### src/design/tcs_pkg.sv
`timescale 1ns / 1ps

package tcs_pkg;

   localparam int COORD_BITS  = 12;
   localparam int TEX_SIZE    = 64;
   localparam int TEX_BITS    = $clog2(TEX_SIZE);
   localparam int NUM_FACES   = 4;
   localparam int FACE_BITS   = $clog2(NUM_FACES);
   localparam int ADDR_BITS   = FACE_BITS + 2 * TEX_BITS;
   localparam int MEM_DEPTH   = NUM_FACES * TEX_SIZE * TEX_SIZE;
   localparam int FRAC_BITS   = 16;
   localparam int DIV_BITS    = TEX_BITS + FRAC_BITS + 1;
   localparam int STEP_BITS   = 24;
   localparam int POS_BITS    = 30;
   localparam int OFS_BITS    = COORD_BITS + 2;
   localparam int COLOR_BITS  = 24;
   localparam int CNT_BITS    = $clog2(DIV_BITS);
   localparam int QUEUE_DEPTH = 4;
   localparam int QPTR_BITS   = $clog2(QUEUE_DEPTH);
   localparam int QCNT_BITS   = $clog2(QUEUE_DEPTH + 1);
   localparam int OP_BITS     = 2;
   localparam int RSP_BITS    = 2 * COORD_BITS + COLOR_BITS;

   localparam logic [CNT_BITS-1:0]   DIV_TOP          = CNT_BITS'(DIV_BITS - 1);
   localparam logic [COLOR_BITS-1:0] SHADE_MASK       = 24'h7F7F7F;
   localparam logic [COORD_BITS-1:0] SCREEN_H_RESET   = 12'd480;

   localparam logic [FACE_BITS-1:0] FACE_NORTH = 2'd0;
   localparam logic [FACE_BITS-1:0] FACE_SOUTH = 2'd1;
   localparam logic [FACE_BITS-1:0] FACE_WEST  = 2'd2;
   localparam logic [FACE_BITS-1:0] FACE_EAST  = 2'd3;

   typedef enum logic [OP_BITS-1:0] {
      OP_WRITE = 2'd0,
      OP_START = 2'd1,
      OP_EMIT  = 2'd2
   } op_type;

   typedef enum logic [1:0] {
      FR_IDLE,
      FR_DIV,
      FR_MUL,
      FR_PUSH
   } front_state_type;

   // first field sits in the highest bits
   typedef struct packed {
      logic                  ray_dir_y_negative;
      logic                  hit_side;
      logic [COORD_BITS-1:0] line_height;
      logic [COORD_BITS-1:0] draw_end;
      logic [COORD_BITS-1:0] draw_start;
      logic [COORD_BITS-1:0] column_x;
      logic [COLOR_BITS-1:0] texel_value;
      logic [TEX_BITS-1:0]   tex_col;
      logic [TEX_BITS-1:0]   tex_row;
      logic [FACE_BITS-1:0]  face;
   } req_data_type;

   localparam int REQ_BITS = $bits(req_data_type);

   typedef struct packed {
      op_type                kind;
      logic [ADDR_BITS-1:0]  addr;
      logic [COLOR_BITS-1:0] texel;
      logic [STEP_BITS-1:0]  step;
      logic [POS_BITS-1:0]   pos;
      logic [FACE_BITS-1:0]  face;
      logic                  shaded;
      logic [COORD_BITS-1:0] column;
      logic [TEX_BITS-1:0]   tex_col;
      logic [COORD_BITS-1:0] row_start;
      logic [COORD_BITS-1:0] row_end;
   } cmd_type;

endpackage

### src/design/tcs_front.sv
`timescale 1ns / 1ps

module tcs_front (
   input  logic                             clock,
   input  logic                             reset,
   input  logic                             req_tvalid,
   output logic                             req_tready,
   input  logic [tcs_pkg::REQ_BITS-1:0]     req_tdata,
   input  logic [tcs_pkg::OP_BITS-1:0]      req_tuser,
   input  logic [tcs_pkg::COORD_BITS-1:0]   screen_height,
   input  logic                             q_full,
   output logic                             q_push,
   output tcs_pkg::cmd_type                 q_push_cmd
);

   tcs_pkg::req_data_type req_data;
   tcs_pkg::op_type       op;
   logic                  accept;

   tcs_pkg::front_state_type state_ff, state_in;

   logic [tcs_pkg::CNT_BITS-1:0]   cnt_ff, cnt_in;
   logic [tcs_pkg::COORD_BITS-1:0] rem_ff, rem_in;
   logic [tcs_pkg::DIV_BITS-1:0]   quot_ff, quot_in;
   logic [tcs_pkg::POS_BITS-1:0]   pos_ff, pos_in;

   logic [tcs_pkg::COORD_BITS-1:0] col_ff, ds_ff, de_ff, lh_ff;
   logic [tcs_pkg::TEX_BITS-1:0]   tcol_ff;
   logic [tcs_pkg::FACE_BITS-1:0]  face_ff;
   logic                           shaded_ff;
   logic [tcs_pkg::FACE_BITS-1:0]  face_pick;
   logic [tcs_pkg::COORD_BITS-1:0] lh_fix;

   logic [tcs_pkg::COORD_BITS:0]   trial;
   logic                           trial_ge;
   logic signed [tcs_pkg::OFS_BITS-1:0] offset;
   logic signed [tcs_pkg::OFS_BITS+tcs_pkg::DIV_BITS:0] product;

   assign req_data = tcs_pkg::req_data_type'(req_tdata);
   assign op       = tcs_pkg::op_type'(req_tuser);
   assign accept   = req_tvalid && req_tready;

   always_comb begin
      if (req_data.hit_side == 1'b0) begin
         face_pick = req_data.ray_dir_y_negative ? tcs_pkg::FACE_WEST : tcs_pkg::FACE_EAST;
      end else begin
         face_pick = req_data.ray_dir_y_negative ? tcs_pkg::FACE_NORTH : tcs_pkg::FACE_SOUTH;
      end
      lh_fix = (req_data.line_height == '0) ? tcs_pkg::COORD_BITS'(1) : req_data.line_height;
   end

   // restoring division of TEX_SIZE << FRAC_BITS, one quotient bit a cycle
   always_comb begin
      trial    = {rem_ff, (cnt_ff == tcs_pkg::DIV_TOP)};
      trial_ge = trial >= {1'b0, lh_ff};
      rem_in   = trial_ge ? tcs_pkg::COORD_BITS'(trial - {1'b0, lh_ff})
                          : trial[tcs_pkg::COORD_BITS-1:0];
      quot_in  = {quot_ff[tcs_pkg::DIV_BITS-2:0], trial_ge};
      cnt_in   = cnt_ff - tcs_pkg::CNT_BITS'(1);
   end

   always_comb begin
      offset  = $signed({2'b00, ds_ff})
              - $signed({3'b000, screen_height[tcs_pkg::COORD_BITS-1:1]})
              + $signed({3'b000, lh_ff[tcs_pkg::COORD_BITS-1:1]});
      product = offset * $signed({1'b0, quot_ff});
      pos_in  = product[tcs_pkg::POS_BITS-1:0];
   end

   always_comb begin
      state_in = state_ff;
      unique case (state_ff)
         tcs_pkg::FR_IDLE: begin
            if (accept && op == tcs_pkg::OP_START) begin
               state_in = tcs_pkg::FR_DIV;
            end
         end
         tcs_pkg::FR_DIV: begin
            if (cnt_ff == '0) begin
               state_in = tcs_pkg::FR_MUL;
            end
         end
         tcs_pkg::FR_MUL: begin
            state_in = tcs_pkg::FR_PUSH;
         end
         tcs_pkg::FR_PUSH: begin
            if (!q_full) begin
               state_in = tcs_pkg::FR_IDLE;
            end
         end
         default: state_in = tcs_pkg::FR_IDLE;
      endcase
   end

   always_comb begin
      req_tready = 1'b0;
      q_push     = 1'b0;
      q_push_cmd = '0;
      unique case (state_ff)
         tcs_pkg::FR_IDLE: begin
            req_tready         = !q_full;
            q_push             = req_tvalid && !q_full &&
                                 (op == tcs_pkg::OP_WRITE || op == tcs_pkg::OP_EMIT);
            q_push_cmd.kind    = op;
            q_push_cmd.addr    = {req_data.face, req_data.tex_row, req_data.tex_col};
            q_push_cmd.texel   = req_data.texel_value;
         end
         tcs_pkg::FR_PUSH: begin
            q_push               = !q_full;
            q_push_cmd.kind      = tcs_pkg::OP_START;
            q_push_cmd.step      = tcs_pkg::STEP_BITS'(quot_ff);
            q_push_cmd.pos       = pos_ff;
            q_push_cmd.face      = face_ff;
            q_push_cmd.shaded    = shaded_ff;
            q_push_cmd.column    = col_ff;
            q_push_cmd.tex_col   = tcol_ff;
            q_push_cmd.row_start = ds_ff;
            q_push_cmd.row_end   = de_ff;
         end
         default: begin
            req_tready = 1'b0;
         end
      endcase
   end

   always_ff @(posedge clock) begin
      if (reset) begin
         state_ff <= tcs_pkg::FR_IDLE;
      end else begin
         state_ff <= state_in;
      end
   end

   always_ff @(posedge clock) begin
      if (state_ff == tcs_pkg::FR_IDLE && accept) begin
         col_ff    <= req_data.column_x;
         ds_ff     <= req_data.draw_start;
         de_ff     <= req_data.draw_end;
         lh_ff     <= lh_fix;
         tcol_ff   <= req_data.tex_col;
         face_ff   <= face_pick;
         shaded_ff <= req_data.hit_side;
         cnt_ff    <= tcs_pkg::DIV_TOP;
         rem_ff    <= '0;
         quot_ff   <= '0;
      end else if (state_ff == tcs_pkg::FR_DIV) begin
         cnt_ff  <= cnt_in;
         rem_ff  <= rem_in;
         quot_ff <= quot_in;
      end
      if (state_ff == tcs_pkg::FR_MUL) begin
         pos_ff <= pos_in;
      end
   end

endmodule

### config.mk
export PLATFORM = sky130hd
export DESIGN_NAME = tcs_front
export DESIGN_NICKNAME = d
export VERILOG_FILES = /design/src/design/tcs_pkg.sv /design/src/design/tcs_front.sv
export SDC_FILE = /design/constraint.sdc
export NUM_CORES = 1
export LEC_CHECK = 0
export BUFFER_PORTS_ARGS = -buffer_cell sky130_fd_sc_hd__buf_4
export CAP_MARGIN = 10
export CORE_AREA = 2 2 165 232
export CTS_BUF_LIST = sky130_fd_sc_hd__clkbuf_8
export CTS_CLUSTER_SIZE = 10
export DETAILED_ROUTE_END_ITERATION = 7
export DIE_AREA = 0 0 167 234
export GPL_TIMING_DRIVEN = 0
export PLACE_DENSITY = 0.68
export SLEW_MARGIN = 20
export SYNTH_ARGS = -nofsm -noshare
export SYNTH_HDL_FRONTEND = slang
export SYNTH_SLANG_ARGS = --single-unit
### constraint.sdc
create_clock -name clock -period 14.3 [get_ports clock]
set_input_delay 2.145 -clock clock [delete_from_list [all_inputs] [get_ports clock]]
set_output_delay 2.145 -clock clock [all_outputs]
set_load 0.01 [all_outputs]
==> results of run 1 <==
==> power breakdown <==
group	switching (uW)	leakage (uW)	internal (uW)	total, uW
clock network	175	0.000197	142	317
registers	41.3	0.00115	479	520
logic	842	0.00768	510	1350
==> state kept, by name, indices dropped and copies added, names as in the netlist <==
signal	cells
face_ff	2
quot_ff	23
cnt_ff	5
state_ff	2
shaded_ff	1
lh_ff	12
de_ff	12
col_ff	12
pos_ff	30
ds_ff	12
rem_ff	12
tcol_ff	6
==> logic make-up (layout without fill, tap and decap cells) <==
group,after synthesis,in the layout,share of synthesized area (%)
simple gates,596,596,18.8
xor+xnor,62,62,3.54
mux,26,26,1.62
fa+ha+maj,362,362,39.1
compound gates,169,169,6.72
flops,129,129,21.4
buf+inv,376,654,8.78
other cells,1,1,0.0233
==> cell type report <==
class | count | area, sq um | share of cell area (%)
multi-input cells | 1216 | 11200 | 59.3
flip-flops and latches | 129 | 3450 | 18.2
repair buffers | 246 | 1870 | 9.87
inverters | 291 | 1090 | 5.76
well taps | 473 | 592 | 3.12
plain buffers | 85 | 324 | 1.71
clock buffers | 17 | 234 | 1.23
clock inverters | 15 | 145 | 0.765
==> worst min-delay path, stage by stage, from the launching register on <==
cell and delay, ns:
dfxtp_1 0.35, nand2b_1 0.08, a21oi_1 0.06
==> per-layer routing <==
metal / part of all wire (%) / vias up / global-route usage (%)
li1: - / 5860 / -
met1: 35 / 6079 / 22.5
met2: 54 / 413 / 41.8
met3: 5.1 / 133 / 4.20
met4: 6.0 / 0 / 13.0
met5: 0 / - / 0
==> cells in the final DEF (no fill, tap or decap), types with 3 or more instances in the layout <==
| master | count |
|---|---|
| and2_1 | 226 |
| inv_6 | 6 |
| clkbuf_1 | 80 |
| o21ai_0 | 44 |
| inv_1 | 291 |
| o211ai_1 | 3 |
| xor2_1 | 15 |
| or2_2 | 10 |
| nand2b_1 | 15 |
| nor4_1 | 3 |
| o21a_1 | 14 |
| xnor2_1 | 45 |
| nand2_1 | 196 |
| a211oi_1 | 9 |
| o21bai_1 | 6 |
| o31ai_1 | 5 |
| edfxtp_1 | 87 |
| or3_1 | 6 |
| inv_8 | 3 |
| nand3_1 | 10 |
| mux2i_1 | 25 |
| ha_1 | 126 |
| a21o_1 | 16 |
| a21oi_1 | 47 |
| clkbuf_8 | 17 |
| nand4_1 | 4 |
| nor2_1 | 73 |
| buf_4 | 245 |
| o21ai_1 | 5 |
| fa_1 | 235 |
| nor2b_1 | 36 |
| dfxtp_1 | 42 |
| buf_1 | 3 |
| nor3_1 | 14 |
==> metrics by stage <==
step / power (uW) / setup slack [ns] / util (%)
3_5_place_dp: 1880 / 2.24 / 50.1
5_1_grt: 2370 / 1.90 / 51.1
6_report: 2190 / 2.54 / 51.1
4_1_cts: 2200 / 2.74 / 51.1
2_1_floorplan: 1420 / 4.00 / -
3_3_place_gp: 1850 / 2.34 / 50.0
==> how the worst max path moves through the flow <==
stage	end	cells past startpoint
after global placement	pos_ff[28]	34
after detailed placement	pos_ff[28]	34
after CTS	pos_ff[28]	34
after floorplan	pos_ff[28]	35
after global routing	pos_ff[28]	34
final	pos_ff[28]	34
==> flow_metrics.py, run 1 <==
metrics = {
    "outcome": {
        "status": "complete, no violations",
    },
    "cts": {
        "cts_setup_buffers": 0,
        "cts-root-buf": "clkbuf_8",
        "path_clk_slew_ns": 0.09,
        "clk_latency_ns": 0.50,
        "ctsHoldBuffers": 0,
        "cts_max_level": 4,
        "cts_buffers": 17,
        "cts.repair.resized": 0,
        "tritoncts": "done",
        "clkSinkCount": 129,
        "cts.path.max_buffers": 2,
    },
    "floorplan": {
        "die_x_um": 167,
        "die-area_sq_um": 39100,
        "rows": 84,
        "start_util_pct": 43.4,
        "die_y_um": 234,
        "ios": 247,
        "core_sq_um": 37100,
    },
    "worst_setup_path": {
        "slowest_stage": "xnor2_1",
        "crit_buf_inv": 5,
        "rr_startpoint": "ds_ff[0]",
        "required_ns": 14.51,
        "slowest_delay_ns": 0.87,
        "r2r-end": "pos_ff[28]",
        "cp.arrival_ns": 11.97,
        "critPathMostFrequentCell": "fa_1",
        "cp_top_family": "adder cells",
        "path_max_fanout": 10,
        "reg2reg_depth": 34,
        "startpoint_type": "input pin",
        "worstSetupPathType": "input pin to flop",
        "worstSetupStartpoint": "screen_height[1]",
        "crit_path_end_kind": "flop",
        "r2r_slack_ns": 3.93,
    },
    "detailed_routing": {
        "vias": 12500,
        "vias_per_cell": 5.05,
        "drc_errors": 0,
        "ant_nets": 0,
        "drt_iter0_drc": 589,
        "wirelength_um": 42100,
        "avgRoutedWirePerCell_um": 17.0,
        "dr.pass1.iters": 5,
    },
    "sta": {
        "rsz0062_at_grt": "false",
        "fmax_mhz": 85.1,
        "hold_viol_final": 0,
        "slew-limit-headroom_pct": 30.5,
        "fin_crit_sh_pct": 82.2,
        "setup_viol": 0,
        "period_needed_ns": 11.76,
        "holdWs_ns": 0.521,
        "finalMaxSlewViolations": 0,
        "fin_skew_ns": 0.0185,
        "final.setup.tns_ns": 0,
        "tightest_slew_ns": 1.04,
    },
    "pwr": {
        "leakagePower_uw": 0.00902,
        "worst_ir_drop_vdd_v": 0.0000959,
        "powerDensity_nw_per_um2": 115,
    },
    "synth": {
        "seq_area_frac_synth_pct": 21.4,
        "synthMostInstantiatedCell": "inv_1",
        "synth_area_per_cell_sq_um": 9.36,
        "synth_async_sr_flop_share_pct": 0,
        "ys_ff_latch": 129,
        "synth_nets": 2189,
        "yosys.area.top_type_share_pct": 29.2,
        "yosys.area.top_type": "fa_1",
        "yosys-top-cells-area": "fa_1 29%, edfxtp_1 16%, ha_1 9.9%",
        "synthCells": 1721,
        "synth_cell_types": 53,
        "synth_ff_type": "edfxtp_1",
        "ys_top_cells_by_count": "290 x inv_1, 235 x fa_1, 226 x and2_1, 196 x nand2_1, 127 x ha_1",
        "yosysWarningCount": 0,
        "syn_area_sq_um": 16100,
        "synth_edf_count": 87,
    },
    "placement": {
        "place_area_sq_um": 18600,
        "numPortBuffers": 244,
        "hpwl_um": 35700,
        "gp_congestion": 0.927,
        "dpl.cell_count": 2440,
    },
    "global_route": {
        "grt_use_total_pct": 22.1,
        "grt_overflow": 0,
        "grt_max_degree": 35,
        "grt_pass1_vias": 13200,
        "antenna_found_initial": 1,
        "grt_first_pass_wirelength_um": 66400,
    },
    "cells_and_area": {
        "n_fill_cell": 3417,
        "antenna_cells": 0,
        "finalNetCount": 2454,
        "drive_gt1_share_pct": 14.9,
        "area_growth_pct": 17.7,
        "fin_cells": 2472,
        "final_cell_area_sq_um": 19000,
    },
    "hold_path": {
        "hp-start": "rem_ff[1]",
        "whs_path_depth": 2,
        "hold_path_end": "rem_ff[1]",
        "min_path_type": "flop to flop",
    },
    "flow_run": {
        "maxCapViolCount": 0,
    },
}
(Power assumes the default switching activity.)
==> run 2, diff against run 1 <==
==> constraint.sdc (replaced) <==
create_clock -name clock -period 11.6 [get_ports clock]
set_input_delay 1.74 -clock clock [delete_from_list [all_inputs] [get_ports clock]]
set_output_delay 1.74 -clock clock [all_outputs]
set_load 0.01 [all_outputs]
==> flow_metrics.py, run 2 (synthesis gave the netlist of run 1 again) <==
metrics = {
    "outcome": {
        "status": "complete, no violations",
    },
    "placement": {
        "numPortBuffers": 244,
        "pre_cts_ws_ns": -0.0599,
        "hpwl_um": 35700,
        "gp_congestion": 0.927,
    },
    "detailed_routing": {
        "dr.pass1.iters": 5,
        "drt_iter0_drc": 592,
        "vias_per_cell": 5.04,
        "ant_nets": 0,
        "avgRoutedWirePerCell_um": 17.0,
        "drc_errors": 0,
        "wirelength_um": 42100,
        "vias": 12500,
    },
    "cells_and_area": {
        "area_growth_pct": 17.7,
        "n_fill_cell": 3416,
        "layout_commonest_cell": "inv_1",
        "reg_top3": "pos_ff x30, quot_ff x23",
        "final_cell_mix": "291 x inv_1, 245 x buf_4, 235 x fa_1, 226 x and2_1, 196 x nand2_1",
        "regMostFlops": "pos_ff",
        "antenna_cells": 0,
        "finalNetCount": 2454,
        "drive_gt1_share_pct": 15.1,
        "largest_register_ffs": 30,
    },
    "pwr": {
        "leakagePower_uw": 0.00904,
        "powerDensity_nw_per_um2": 142,
        "p_total_uw": 2700,
        "worst_ir_drop_vdd_v": 0.000118,
    },
    "global_route": {
        "grt_pass1_vias": 13200,
        "grt_overflow": 0,
        "antenna_found_initial": 1,
        "grt_first_pass_wirelength_um": 66400,
        "grt_use_total_pct": 22.1,
        "grt_max_degree": 35,
    },
    "cts": {
        "cts-root-buf": "clkbuf_8",
        "cts_buffers": 17,
        "clk_latency_ns": 0.50,
        "cts.path.max_buffers": 2,
        "ctsHoldBuffers": 0,
        "tritoncts": "done",
        "clkSinkCount": 129,
        "cts_max_level": 4,
        "path_clk_slew_ns": 0.08,
        "cts_setup_buffers": 0,
    },
    "sta": {
        "final.setup.tns_ns": 0,
        "hold_viol_final": 0,
        "slew-limit-headroom_pct": 41.6,
        "fin_crit_sh_pct": 95.4,
        "rsz0062_at_grt": "false",
        "setup_viol": 0,
        "period_needed_ns": 11.07,
        "fin_skew_ns": 0.0191,
        "finalMaxSlewViolations": 0,
        "finalWorstSetupSlack_ns": 0.532,
        "fmax_mhz": 90.4,
        "tightest_slew_ns": 0.877,
    },
    "worst_setup_path": {
        "slowest_stage": "fa_1",
        "critPathMostFrequentCell": "fa_1",
        "slowest_delay_ns": 0.58,
        "startpoint_type": "input pin",
        "crit_path_end_kind": "flop",
        "cp.arrival_ns": 11.28,
        "required_ns": 11.81,
        "worstSetupPathType": "input pin to flop",
        "path_max_fanout": 10,
    },
    "floorplan": {
        "core_sq_um": 37100,
        "die-area_sq_um": 39100,
        "die_y_um": 234,
        "ios": 247,
        "die_x_um": 167,
        "rows": 84,
        "start_util_pct": 43.4,
    },
    "flow_run": {
        "maxCapViolCount": 0,
    },
    "hold_path": {
        "min_path_type": "flop to flop",
    },
}
run 2: final cells by class:
class                           instances  area [sq um]  area share [%]
Buffer                                 85           328            1.73
Multi-Input combinational cell       1216         11300            59.3
Clock inverter                         15           145           0.765
Inverter                              291          1090            5.76
Sequential cell                       129          3450            18.2
Timing Repair Buffer                  246          1870            9.87
Tap cell                              473           592            3.12
Clock buffer                           17           234            1.23
run 2: worst paths after layout:
check | startpoint | to | slack, ns | cells after the start
setup / recovery | screen_height[1] | pos_ff[28] | 0.53 | 36
hold / removal | rem_ff[1] | rem_ff[1] | 0.52 | 2
setup reg to reg | ds_ff[0] | pos_ff[28] | 1.51 | 36
hold reg to reg | rem_ff[1] | rem_ff[1] | 0.52 | 2
run 2: repair_timing:
| item | 4_1_cts | 5_1_grt |
|---|---|---|
| endpoints found under the hold margin | 0 | 0 |
| gates resized for setup | 0 | 7 |
| setup endpoints to repair | 0 | 3 |
run 2: report_power, final:
part | internal, uW | leakage (uW) | switching (uW)
registers | 590 | 0.00115 | 51.1
logic | 632 | 0.00769 | 1040
clock network | 175 | 0.000197 | 216
run 2: metal layers:
metal | routed length, um | global-route usage [%]
met4 | 2480 | 13.0
met5 | 0 | 0
met3 | 2170 | 4.20
met1 | 14900 | 22.5
met2 | 22500 | 41.8
run 2: worst max-delay path, delay by kind of cell:
kind,cells,cell delay (ns)
buffers and inverters,6,1.00
AND/OR/NAND/NOR,8,1.38
AO/OA/AOI/OAI,11,2.72
adder cells (fa/ha/maj),10,4.31
XOR/XNOR,1,0.14
run 2: through the flow:
| stage | hold slack (ns) | instance area [sq um] | utilization, % | instances |
|---|---|---|---|---|
| floorplan | 0.464 | 16100 | - | 1721 |
| global placement | 0.494 | 18500 | 50.0 | 2438 |
| detailed placement | 0.500 | 18600 | 50.1 | 2440 |
| CTS | 0.515 | 19000 | 51.1 | 2472 |
| global route | 0.547 | 19000 | 51.1 | 2472 |
| finish | 0.518 | 19000 | 51.1 | 2472 |
