**src/design/tcs_pkg.sv**
```systemverilog
`timescale 1ns / 1ps

package tcs_pkg;

   localparam int COORD_BITS  = 12;
   localparam int TEX_SIZE    = 64;
   localparam int TEX_BITS    = $clog2(TEX_SIZE);
   localparam int NUM_FACES   = 4;
   localparam int FACE_BITS   = $clog2(NUM_FACES);
   localparam int ADDR_BITS   = FACE_BITS + 2 * TEX_BITS;
   localparam int MEM_DEPTH   = NUM_FACES * TEX_SIZE * TEX_SIZE;
   localparam int FRAC_BITS   = 16;
   localparam int DIV_BITS    = TEX_BITS + FRAC_BITS + 1;
   localparam int STEP_BITS   = 24;
   localparam int POS_BITS    = 30;
   localparam int OFS_BITS    = COORD_BITS + 2;
   localparam int COLOR_BITS  = 24;
   localparam int CNT_BITS    = $clog2(DIV_BITS);
   localparam int QUEUE_DEPTH = 4;
   localparam int QPTR_BITS   = $clog2(QUEUE_DEPTH);
   localparam int QCNT_BITS   = $clog2(QUEUE_DEPTH + 1);
   localparam int OP_BITS     = 2;
   localparam int RSP_BITS    = 2 * COORD_BITS + COLOR_BITS;

   localparam logic [CNT_BITS-1:0]   DIV_TOP          = CNT_BITS'(DIV_BITS - 1);
   localparam logic [COLOR_BITS-1:0] SHADE_MASK       = 24'h7F7F7F;
   localparam logic [COORD_BITS-1:0] SCREEN_H_RESET   = 12'd480;

   localparam logic [FACE_BITS-1:0] FACE_NORTH = 2'd0;
   localparam logic [FACE_BITS-1:0] FACE_SOUTH = 2'd1;
   localparam logic [FACE_BITS-1:0] FACE_WEST  = 2'd2;
   localparam logic [FACE_BITS-1:0] FACE_EAST  = 2'd3;

   typedef enum logic [OP_BITS-1:0] {
      OP_WRITE = 2'd0,
      OP_START = 2'd1,
      OP_EMIT  = 2'd2
   } op_type;

   typedef enum logic [1:0] {
      FR_IDLE,
      FR_DIV,
      FR_MUL,
      FR_PUSH
   } front_state_type;

   // first field sits in the highest bits
   typedef struct packed {
      logic                  ray_dir_y_negative;
      logic                  hit_side;
      logic [COORD_BITS-1:0] line_height;
      logic [COORD_BITS-1:0] draw_end;
      logic [COORD_BITS-1:0] draw_start;
      logic [COORD_BITS-1:0] column_x;
      logic [COLOR_BITS-1:0] texel_value;
      logic [TEX_BITS-1:0]   tex_col;
      logic [TEX_BITS-1:0]   tex_row;
      logic [FACE_BITS-1:0]  face;
   } req_data_type;

   localparam int REQ_BITS = $bits(req_data_type);

   typedef struct packed {
      op_type                kind;
      logic [ADDR_BITS-1:0]  addr;
      logic [COLOR_BITS-1:0] texel;
      logic [STEP_BITS-1:0]  step;
      logic [POS_BITS-1:0]   pos;
      logic [FACE_BITS-1:0]  face;
      logic                  shaded;
      logic [COORD_BITS-1:0] column;
      logic [TEX_BITS-1:0]   tex_col;
      logic [COORD_BITS-1:0] row_start;
      logic [COORD_BITS-1:0] row_end;
   } cmd_type;

endpackage

```
**src/design/tcs_queue.sv**
```systemverilog
`timescale 1ns / 1ps

module tcs_queue (
   input  logic             clock,
   input  logic             reset,
   input  logic             push,
   input  tcs_pkg::cmd_type push_cmd,
   output logic             full,
   input  logic             pop,
   output logic             empty,
   output tcs_pkg::cmd_type head
);

   tcs_pkg::cmd_type slot_ff [tcs_pkg::QUEUE_DEPTH];

   logic [tcs_pkg::QPTR_BITS-1:0] wr_ptr_ff, wr_ptr_in;
   logic [tcs_pkg::QPTR_BITS-1:0] rd_ptr_ff, rd_ptr_in;
   logic [tcs_pkg::QCNT_BITS-1:0] count_ff, count_in;

   assign full  = (count_ff == tcs_pkg::QCNT_BITS'(tcs_pkg::QUEUE_DEPTH));
   assign empty = (count_ff == '0);
   assign head  = slot_ff[rd_ptr_ff];

   always_comb begin
      wr_ptr_in = push ? wr_ptr_ff + tcs_pkg::QPTR_BITS'(1) : wr_ptr_ff;
      rd_ptr_in = pop ? rd_ptr_ff + tcs_pkg::QPTR_BITS'(1) : rd_ptr_ff;
      count_in  = count_ff;
      if (push && !pop) begin
         count_in = count_ff + tcs_pkg::QCNT_BITS'(1);
      end else if (pop && !push) begin
         count_in = count_ff - tcs_pkg::QCNT_BITS'(1);
      end
   end

   always_ff @(posedge clock) begin
      if (reset) begin
         wr_ptr_ff <= '0;
         rd_ptr_ff <= '0;
         count_ff  <= '0;
      end else begin
         wr_ptr_ff <= wr_ptr_in;
         rd_ptr_ff <= rd_ptr_in;
         count_ff  <= count_in;
      end
   end

   always_ff @(posedge clock) begin
      if (push) begin
         slot_ff[wr_ptr_ff] <= push_cmd;
      end
   end

`ifndef ASSERT_OFF
   a_no_overflow: assert property (@(posedge clock) disable iff (reset)
      push |-> (!full || pop))
      else $error("queue pushed while full");

   a_no_underflow: assert property (@(posedge clock) disable iff (reset)
      pop |-> !empty)
      else $error("queue popped while empty");

   a_count_up: assert property (@(posedge clock) disable iff (reset)
      (push && !pop) |=> (count_ff == $past(count_ff) + tcs_pkg::QCNT_BITS'(1)))
      else $error("queue count lost a push");
`endif

endmodule

```
**config.mk**
```make
export PLATFORM = sky130hd
export DESIGN_NAME = tcs_queue
export DESIGN_NICKNAME = d
export VERILOG_FILES = /design/src/design/tcs_pkg.sv /design/src/design/tcs_queue.sv
export SDC_FILE = /design/constraint.sdc
export NUM_CORES = 1
export LEC_CHECK = 0
export ABC_AREA = 1
export ABC_CLOCK_PERIOD_IN_PS = 12400
export BUFFER_PORTS_ARGS = -buffer_cell sky130_fd_sc_hd__buf_4
export CAP_MARGIN = 15
export CORE_ASPECT_RATIO = 0.5
export CORE_MARGIN = 4
export CORE_UTILIZATION = 44
export DETAILED_ROUTE_END_ITERATION = 12
export HOLD_SLACK_MARGIN = 0.12
export PLACE_DENSITY = 0.65
export SLEW_MARGIN = 20
export SYNTH_ARGS = -nofsm -noshare
export SYNTH_HDL_FRONTEND = slang
export SYNTH_SLANG_ARGS = --single-unit
export TNS_END_PERCENT = 5
```
**constraint.sdc**
```tcl
create_clock -name clock -period 12.4 [get_ports clock]
set_clock_uncertainty 0.2 [all_clocks]
set_input_delay 3.1 -clock clock [delete_from_list [all_inputs] [get_ports clock]]
set_output_delay 3.1 -clock clock [all_outputs]
set_load 0.1 [all_outputs]
```
==> flow_summary.ini, run 1 <==
[outcome]
outcome = finished, final reports clean

[power]
finalPower_mw = 4.59
p_per_area_mw_per_mm2 = 183
cellLeakagePower_nw = 8.63
ir_worst_vdd_uv = 109

[synth]
yosys_register_bits = 565
synth.cell_area_mm2 = 0.0211
yosysTopAreaCell = edfxtp_1
synth_cells = 1402
avgSynthCellArea_um2 = 15.0
synth_top_cell_area_share = 0.792
synth-seq-area-share = 0.801
syn_nets = 1551
ys_warn_count = 0
synth_area_leaders = edfxtp_1 79%, o21ai_0 6.0%, nor2_1 5.1%
synth.distinct_cells = 22

[timing]
final-setup-viol-count = 0
period_share = 0.574
fmax_ghz = 0.141
tightest_slew_ps = 1040
rsz0062_at_grt = false
tns_ps = 0
holdWs_ps = 250
post-route-min-period_ps = 7120
slew_viol_final = 0
relSlewSlack = 0.305
finalHoldViolCount = 0

[die]
dieArea_mm2 = 0.0517
die_y_um = 163
start_util = 0.448
die_w_um = 318
placementRows = 56
pin_count = 284
core_mm2 = 0.0471

[cells_and_area]
nFillCells = 3879
nNetsFinal = 1806
layout_commonest_cell = edfxtp_1
drive_gt1_frac = 0.216
stdcell_count = 2332
area_growth_pct = 19.0
final_area_mm2 = 0.0251
final_cell_mix = 556 x edfxtp_1, 293 x buf_4, 284 x nor2_1

[route]
route.detailed.drc = 0
routed_wl_um = 47500
first_iter_violations = 975
vias_per_cell = 5.26
firstDrtPassIters = 5
vias = 12300
detail-route-antenna-nets = 0
post_drt_wl_per_cell_um = 20.4

[flow_run]
drv_cap = 0

[clock_tree]
cts_resized = 0
cts_tree = built
ctsHoldBuffers = 0
cts.clk_slew.worst_paths_ps = 70
cts.htree.levels = 2
post_cts_buffers = 0
cts_made_buffers = 50
root_buffer = clkbuf_16
clkLatencyLatePin_ps = 560
clk_path_buf_depth = 3
clock-sinks = 565

[place]
dp_hpwl_um = 26300
dp.cells = 2243
io_buffers = 283
placedInstanceArea_mm2 = 0.0235
gp_congestion = 0.743

[global_routing]
grt_max_degree = 176
grt_pass1_wl_um = 70600
grt_pass1_vias = 11900
grt_util_all_layers = 0.176
antenna_found_initial = 3
grt_overflow = 0

[critical_path]
worstPathMaxFanout = 105
cp.arrival_ps = 3820
critPathLaunchType = register
critPathRequiredTime_ps = 9100
end_kind = output port
worst-setup-path-type = reg2out

[min_path]
hold_path.class = reg2reg
-- metrics by stage --
stage,utilization,setup WS (ps)
6_report,0.533,5280
5_1_grt,0.533,4960
4_1_cts,0.533,5260
3_5_place_dp,0.499,5870
3_3_place_gp,0.499,5890
2_1_floorplan,-,5900
-- path summary, 6_finish.rpt --
path / startpoint / end / cells after the start / slack [ps]
worst min-delay path: rd_ptr_ff[1]$_SDFFE_PP0P_ / register / 1 / 250
worst max-delay path: register / head[82] / 5 / 5280
worst min register to register: rd_ptr_ff[1]$_SDFFE_PP0P_ / register / 1 / 250
worst max register to register: wr_ptr_ff[1]$_SDFFE_PP0P_ / slot_ff[1][95]$_DFFE_PP_ / 5 / 9550
-- critical path: stages, from the launching register on --
cell and delay, ps:
dfxtp_4 720, buf_4 690, buf_4 890, o21ai_0 250
o22ai_1 210, buf_4 310
-- registers in the layout, summed over array words and instances (netlist names), named ones only --
name       cells
count_ff       3
rd_ptr_ff      2
wr_ptr_ff      2
slot_ff      556
-- per-layer routing --
layer | vias to the layer above | GRT usage | wire length (µm)
li1 | 5805 | - | -
met1 | 6163 | 0.220 | 19400
met2 | 227 | 0.318 | 25300
met3 | 69 | 0.0281 | 1580
met4 | 0 | 0.0533 | 1230
met5 | - | 0 | 0
-- report_power, final --
part / total [mW] / leakage (nW) / switching (mW) / internal [mW]
registers: 2.21 / 5.18 / 0.0216 / 2.18
logic: 0.862 / 2.68 / 0.698 / 0.163
clock network: 1.52 / 0.765 / 0.650 / 0.867
total: 4.59 / 8.63 / 1.37 / 3.21
-- kinds of logic (layout without fill, tap and decap cells) --
family | Yosys count | count (layout) | synth area share
DFF | 565 | 565 | 0.801
other | 0 | 3 | 0
buffers and inverters | 108 | 397 | 0.0325
and+or+nand+nor | 297 | 297 | 0.0532
AOI/OAI and AO/OA | 425 | 425 | 0.109
xor gates and xnor gates | 1 | 1 | 0.000416
adders and majority gates | 6 | 6 | 0.00392
-- cells in the mapped netlist --
cell and instances:
nand4_1 1, ha_1 5, fa_1 1, buf_12 3, o22ai_1 139, inv_2 1
inv_1 15, buf_6 26, o21ai_0 254, buf_2 16, buf_4 2, edfxtp_1 556
xor2_1 1, clkbuf_1 44, a21oi_1 3, nor2_1 284, inv_8 1, nand2_1 9
dfxtp_1 9, nand3_1 1, nor3_1 2, o21ai_1 29
-- layout make-up --
type,instances,area (µm²),share of cell area
flip-flops and latches,565,16900,0.673
multi-input cells,729,3510,0.140
repair buffers,294,2210,0.0881
clock buffers,70,1400,0.0558
well taps,638,798,0.0318
clock inverters,16,179,0.00713
inverters,17,93.8,0.00374
diodes,3,7.51,0.000299
Note: power is estimated with default switching activity, not from simulation.
==> run 2: changes to the inputs <==
--- a/config.mk
+++ b/config.mk
@@ -5,8 +5,8 @@
 export SDC_FILE = /design/constraint.sdc
 export NUM_CORES = 1
 export LEC_CHECK = 0
-export ABC_AREA = 1
-export ABC_CLOCK_PERIOD_IN_PS = 12400
+export ABC_AREA = 0
+export ABC_CLOCK_PERIOD_IN_PS = 5700
 export BUFFER_PORTS_ARGS = -buffer_cell sky130_fd_sc_hd__buf_4
 export CAP_MARGIN = 15
 export CORE_ASPECT_RATIO = 0.5
@@ -14,7 +14,7 @@
 export CORE_UTILIZATION = 44
 export DETAILED_ROUTE_END_ITERATION = 12
 export HOLD_SLACK_MARGIN = 0.12
-export PLACE_DENSITY = 0.65
+export PLACE_DENSITY = 0.67
 export SLEW_MARGIN = 20
 export SYNTH_ARGS = -nofsm -noshare
 export SYNTH_HDL_FRONTEND = slang
==> constraint.sdc (replaced) <==
create_clock -name clock -period 5.7 [get_ports clock]
set_clock_uncertainty 0.2 [all_clocks]
set_input_delay 1.425 -clock clock [delete_from_list [all_inputs] [get_ports clock]]
set_output_delay 1.425 -clock clock [all_outputs]
set_load 0.1 [all_outputs]
==> run 2 against run 1 <==
  * Largest cell class unchanged
  * Cell count decreased by 25%
  * Critical path type unchanged
  * Clock-buffer cell count shrank 7
  * Critical path depth decreased by 2
==> flow_summary.ini, run 2 <==
[outcome]
outcome = finished, final reports clean

[timing]
fmax_ghz = 0.235
finalHoldViolCount = 0
tightest_slew_ps = 817
rsz0062_at_grt = false
slew_viol_final = 0
final-setup-viol-count = 0
post-route-min-period_ps = 4260
relSlewSlack = 0.455
period_share = 0.747
layout_setup_ws_ps = 1440
tns_ps = 0

[cells_and_area]
nFillCells = 3405
final_area_mm2 = 0.0248
final_cell_mix = 556 x edfxtp_1, 289 x buf_4, 139 x mux4_2
area_growth_pct = 21.2
layout_commonest_cell = edfxtp_1
nNetsFinal = 1234
post-route-util = 0.544
reg_top3 = slot_ff x556, count_ff x3
largest_register_ffs = 556
drive_gt1_frac = 0.448
largest_register = slot_ff

[critical_path]
worst-setup-path-type = reg2out
critPathRequiredTime_ps = 4070
worstPathMaxFanout = 51
cp.arrival_ps = 2630
reg2reg_from = wr_ptr_ff[0]$_SDFFE_PP0P_
rrSetupSlack_ps = 3310
critPathLaunchType = register
max_stage_delay_ps = 860
crit_top_cell = buf_4
end_kind = output port
reg2reg_to = slot_ff[2][73]$_DFFE_PP_
rr_worst_depth = 4
critPathSlowestCell = dfxtp_4
cp_cell_sequence = buf_4 -> mux4_2 -> buf_4

[clock_tree]
cts_made_buffers = 48
ctsHoldBuffers = 0
post_cts_buffers = 0
root_buffer = clkbuf_16
cts.clk_slew.worst_paths_ps = 60
cts_tree = built
cts_resized = 0
clock-sinks = 565
cts.htree.levels = 2
clk_path_buf_depth = 3
clkLatencyLatePin_ps = 550

[die]
pin_count = 284
start_util = 0.449
dieArea_mm2 = 0.0503
core_mm2 = 0.0456
die_w_um = 313
placementRows = 55
die_y_um = 161

[place]
placedInstanceArea_mm2 = 0.0234
io_buffers = 283
dp_hpwl_um = 25700
gp_congestion = 0.751
post-place-ws_ps = 1970

[synth]
avgSynthCellArea_um2 = 26.6
synth_cells = 770
synth_area_leaders = edfxtp_1 81%, mux4_2 15%, dfxtp_1 0.88%
syn_nets = 919
ys_dominant_reg_cell = edfxtp_1
synth-seq-area-share = 0.823
yosysTopAreaCell = edfxtp_1
synth_edf_count = 556
synth_xor_area_frac = 0.00214
synth.cell_area_mm2 = 0.0205
ys_warn_count = 0
synth_top_family_by_area = multiplexers
synthMuxAreaShare = 0.154
yosys.area_share.simple = 0.00360
synth-async-reset-ratio = 0
synth.distinct_cells = 22
yosys.area_share.adder = 0.00403
synth-compound-area-share = 0.000488
yosys_register_bits = 565
synth_top_cell_area_share = 0.814
synth_common_cells = 556 x edfxtp_1, 139 x mux4_2, 14 x buf_6
synth.most_common_cell = edfxtp_1

[min_path]
hold_path.class = reg2reg
min_from = count_ff[2]$_SDFFE_PP0P_
hold_depth = 2
whs_endpoint = count_ff[2]$_SDFFE_PP0P_

[power]
ir_worst_vdd_uv = 196
finalPower_mw = 9.98
p_per_area_mw_per_mm2 = 402
cellLeakagePower_nw = 8.23

[route]
first_iter_violations = 649
route.detailed.drc = 0
detail-route-antenna-nets = 0
post_drt_wl_per_cell_um = 23.6
firstDrtPassIters = 5
vias_per_cell = 5.18
routed_wl_um = 41200
vias = 9048

[global_routing]
antenna_found_initial = 3
grt_pass1_wl_um = 62100
grt_max_degree = 73
grt_overflow = 0
grt_util_all_layers = 0.164
grt_pass1_vias = 9677

[flow_run]
drv_cap = 0
-- run 2: cell type report --
class | count | area (µm²) | share of cell area
Multi-Input combinational cell | 169 | 3370 | 0.136
Antenna cell | 3 | 7.51 | 0.000302
Inverter | 4 | 15.0 | 0.000605
Timing Repair Buffer | 297 | 2330 | 0.0938
Tap cell | 627 | 785 | 0.0316
Clock buffer | 63 | 1280 | 0.0515
Clock inverter | 19 | 168 | 0.00675
Sequential cell | 565 | 16900 | 0.680
-- run 2: power breakdown --
group / internal, mW / switching [mW] / leakage, nW / total, mW
clock network: 1.71 / 1.39 / 0.699 / 3.09
registers: 4.77 / 0.0706 / 5.18 / 4.84
logic: 0.509 / 1.54 / 2.35 / 2.04
-- run 2: cells by family (layout without fill, tap and decap cells) --
group	after synthesis	in the layout
adders and majority gates	6	6
other	0	3
AOI/OAI and AO/OA	2	2
buffers and inverters	36	383
DFF	565	565
xor gates and xnor gates	5	5
muxes	141	141
and+or+nand+nor	15	15
-- run 2: per-layer routing --
metal,global-route usage,part of all wire,wire length (µm),vias to the layer above
li1,-,-,-,3951
met1,0.198,0.37,15100,4851
met2,0.305,0.57,23600,178
met3,0.0266,0.035,1460,68
met4,0.0501,0.026,1050,0
met5,0,0,0,-
-- run 2: how the worst max path moves through the flow --
stage	from	end	slack, ps
after global placement	register	head[89]	1990
after detailed placement	register	head[89]	1970
after CTS	register	head[20]	1350
after global routing	register	head[89]	1250
after floorplan	push	slot_ff[0][0]$_DFFE_PP_	380
final	register	head[20]	1440
-- run 2: per-stage QoR --
stage / cells / hold slack, ps
after floorplan: 770 / 266
after detailed placement: 1662 / 313
after global routing: 1747 / 387
final: 1747 / 329
after CTS: 1744 / 332
after global placement: 1662 / 275
-- run 2: worst max-delay path, delay by kind of cell, from the launching register on --
family	cells	cell delay [ps]
buffers and inverters	2	740
DFF	1	860
muxes	1	390
==> run 3: changes to the inputs <==
--- a/config.mk
+++ b/config.mk
@@ -6,7 +6,7 @@
 export NUM_CORES = 1
 export LEC_CHECK = 0
 export ABC_AREA = 0
-export ABC_CLOCK_PERIOD_IN_PS = 5700
+export ABC_CLOCK_PERIOD_IN_PS = 4440
 export BUFFER_PORTS_ARGS = -buffer_cell sky130_fd_sc_hd__buf_4
 export CAP_MARGIN = 15
 export CORE_ASPECT_RATIO = 0.5
@@ -14,7 +14,7 @@
 export CORE_UTILIZATION = 44
 export DETAILED_ROUTE_END_ITERATION = 12
 export HOLD_SLACK_MARGIN = 0.12
-export PLACE_DENSITY = 0.67
+export PLACE_DENSITY = 0.65
 export SLEW_MARGIN = 20
 export SYNTH_ARGS = -nofsm -noshare
 export SYNTH_HDL_FRONTEND = slang
==> constraint.sdc (replaced) <==
create_clock -name clock -period 4.44 [get_ports clock]
set_clock_uncertainty 0.2 [all_clocks]
set_input_delay 1.11 -clock clock [delete_from_list [all_inputs] [get_ports clock]]
set_output_delay 1.11 -clock clock [all_outputs]
set_load 0.1 [all_outputs]
==> run 3 against run 2 <==
  * Via count fell by 0.80%
  * Non-clock buffer count rose by 6
  * Flip-flop and latch count did not move
  * Worst hold slack improved by 7.3 ps
  * Critical path type unchanged
  * Critical path depth did not move
  * Design area rose by 0.90%
  * Clock power rose by 35%
==> flow_summary.ini, run 3 (synthesis results as in run 2) <==
[power]
clkPwrFrac = 0.320
p_int_mw = 9.15
sw_frac_of_total = 0.297
p_seq_frac = 0.476
p_comb_frac = 0.204
p_per_area_mw_per_mm2 = 520
finalPower_mw = 13.0
netSwitchingPower_mw = 3.87
ir_worst_vdd_uv = 242
cellLeakagePower_nw = 8.34

[critical_path]
max_stage_delay_ps = 580
rr_worst_depth = 4
cp.arrival_ps = 2350
crit_top_cell = buf_4
critPathSlowestCell = mux4_2
rrSetupSlack_ps = 2130
reg2reg_to = slot_ff[2][28]$_DFFE_PP_
cp_cell_sequence = buf_4 -> mux4_2 -> buf_4
reg2reg_from = wr_ptr_ff[0]$_SDFFE_PP0P_
worstPathMaxFanout = 26
critPathLaunchType = register
critPathRequiredTime_ps = 3130
end_kind = output port
worst-setup-path-type = reg2out

[cells_and_area]
largest_register = slot_ff
layout_commonest_cell = edfxtp_1
area_growth_pct = 22.2
reg_top3 = slot_ff x556, count_ff x3
nNetsFinal = 1242
stdcell_count = 1765
final_area_mm2 = 0.0251
drive_gt1_frac = 0.454
final_cell_mix = 556 x edfxtp_1, 292 x buf_4, 139 x mux4_2
largest_register_ffs = 556

[clock_tree]
clk_path_buf_depth = 3
cts_tree = built
cts_made_buffers = 50
cts_resized = 0
clock-sinks = 565
post_cts_buffers = 0
ctsHoldBuffers = 0
root_buffer = clkbuf_16
clkLatencyLatePin_ps = 560
cts.htree.levels = 2
cts.clk_slew.worst_paths_ps = 60

[min_path]
hold_depth = 2
hold_path.class = reg2reg
min_from = rd_ptr_ff[0]$_SDFFE_PP0P_
whs_endpoint = rd_ptr_ff[0]$_SDFFE_PP0P_

[global_routing]
grt_util_all_layers = 0.161
grt_pass1_vias = 9798
grt_max_degree = 56
antenna_found_initial = 4
grt_overflow = 0
grt_pass1_wl_um = 60800

[flow_run]
drv_cap = 0

[timing]
tns_ps = 0
tightest_slew_ps = 745
slew_viol_final = 0
rsz0062_at_grt = false
relSlewSlack = 0.503
post-route-min-period_ps = 3660
period_share = 0.824
final-setup-viol-count = 0
finalHoldViolCount = 0
holdWs_ps = 336
fmax_ghz = 0.273

[route]
wl_met3_um = 1330
vias_per_cell = 5.09
detail-route-antenna-nets = 0
wl_met1_um = 15100
route.detailed.drc = 0
top_layer_used = met4
firstDrtPassIters = 4
vias = 8976
post_drt_wl_per_cell_um = 23.0
first_iter_violations = 635
routed_wl_um = 40700
route.met2.wl_um = 23100

[outcome]
outcome = finished, final reports clean

[place]
placedInstanceArea_mm2 = 0.0235
io_buffers = 283
dp.cells = 1668
dp_hpwl_um = 26000
gp_congestion = 0.720

[die]
core_mm2 = 0.0456
die_y_um = 161
placementRows = 55
die_w_um = 313
pin_count = 284
start_util = 0.449
dieArea_mm2 = 0.0503
[run 3: cell count changes in the layout (fill, tap and decap cells not counted), moves of 2 or more]
cell	change
buf_12	+3
buf_4	+3
clkbuf_1	+4
clkbuf_16	+2
clkinv_1	-2
clkinv_2	+5
clkinv_8	+2
[run 3: layout make-up]
type	instances	area, µm²
Antenna cell	4	10.0
Clock buffer	69	1340
Clock inverter	24	240
Fill cell	3404	20600
Inverter	4	15.0
Multi-Input combinational cell	169	3370
Sequential cell	565	16900
Tap cell	627	785
Timing Repair Buffer	303	2410
[run 3: how the worst max path moves through the flow]
stage / start / end / depth (start not counted) / slack, ps
3_3_place_gp: register / head[122] / 3 / 1330
5_1_grt: register / head[105] / 3 / 610
4_1_cts: register / head[26] / 3 / 690
2_1_floorplan: push / slot_ff[2][0]$_DFFE_PP_ / 1 / -560
6_report: register / head[26] / 3 / 780
3_5_place_dp: register / head[105] / 3 / 1320
[run 3: power by group through the flow]
| stage | Clock [mW] | Sequential [mW] | Combinational [mW] |
|---|---|---|---|
| CTS | 4.29 | 6.20 | 2.69 |
| global route | 4.54 | 6.21 | 2.74 |
| floorplan | 0 | 6.30 | 2.07 |
| finish | 4.17 | 6.19 | 2.66 |
| detailed placement | 0 | 6.31 | 2.69 |
| global placement | 0 | 6.29 | 2.67 |
[run 3: critical path, delay by kind of cell, from the launching register on]
| family | cells | cell delay [ps] |
|---|---|---|
| flops | 1 | 420 |
| mux | 1 | 580 |
| buf+inv | 2 | 740 |
[run 3: per-layer routing]
metal / up-vias / GRT usage
li1: 3976 / -
met1: 4799 / 0.186
met2: 143 / 0.301
met3: 58 / 0.0297
met4: 0 / 0.0545
met5: - / 0
[run 3: metrics by stage]
stage	setup WS, ps	util
2_1_floorplan	-562	-
3_3_place_gp	1330	0.514
3_5_place_dp	1320	0.514
4_1_cts	689	0.549
5_1_grt	609	0.549
6_report	783	0.549
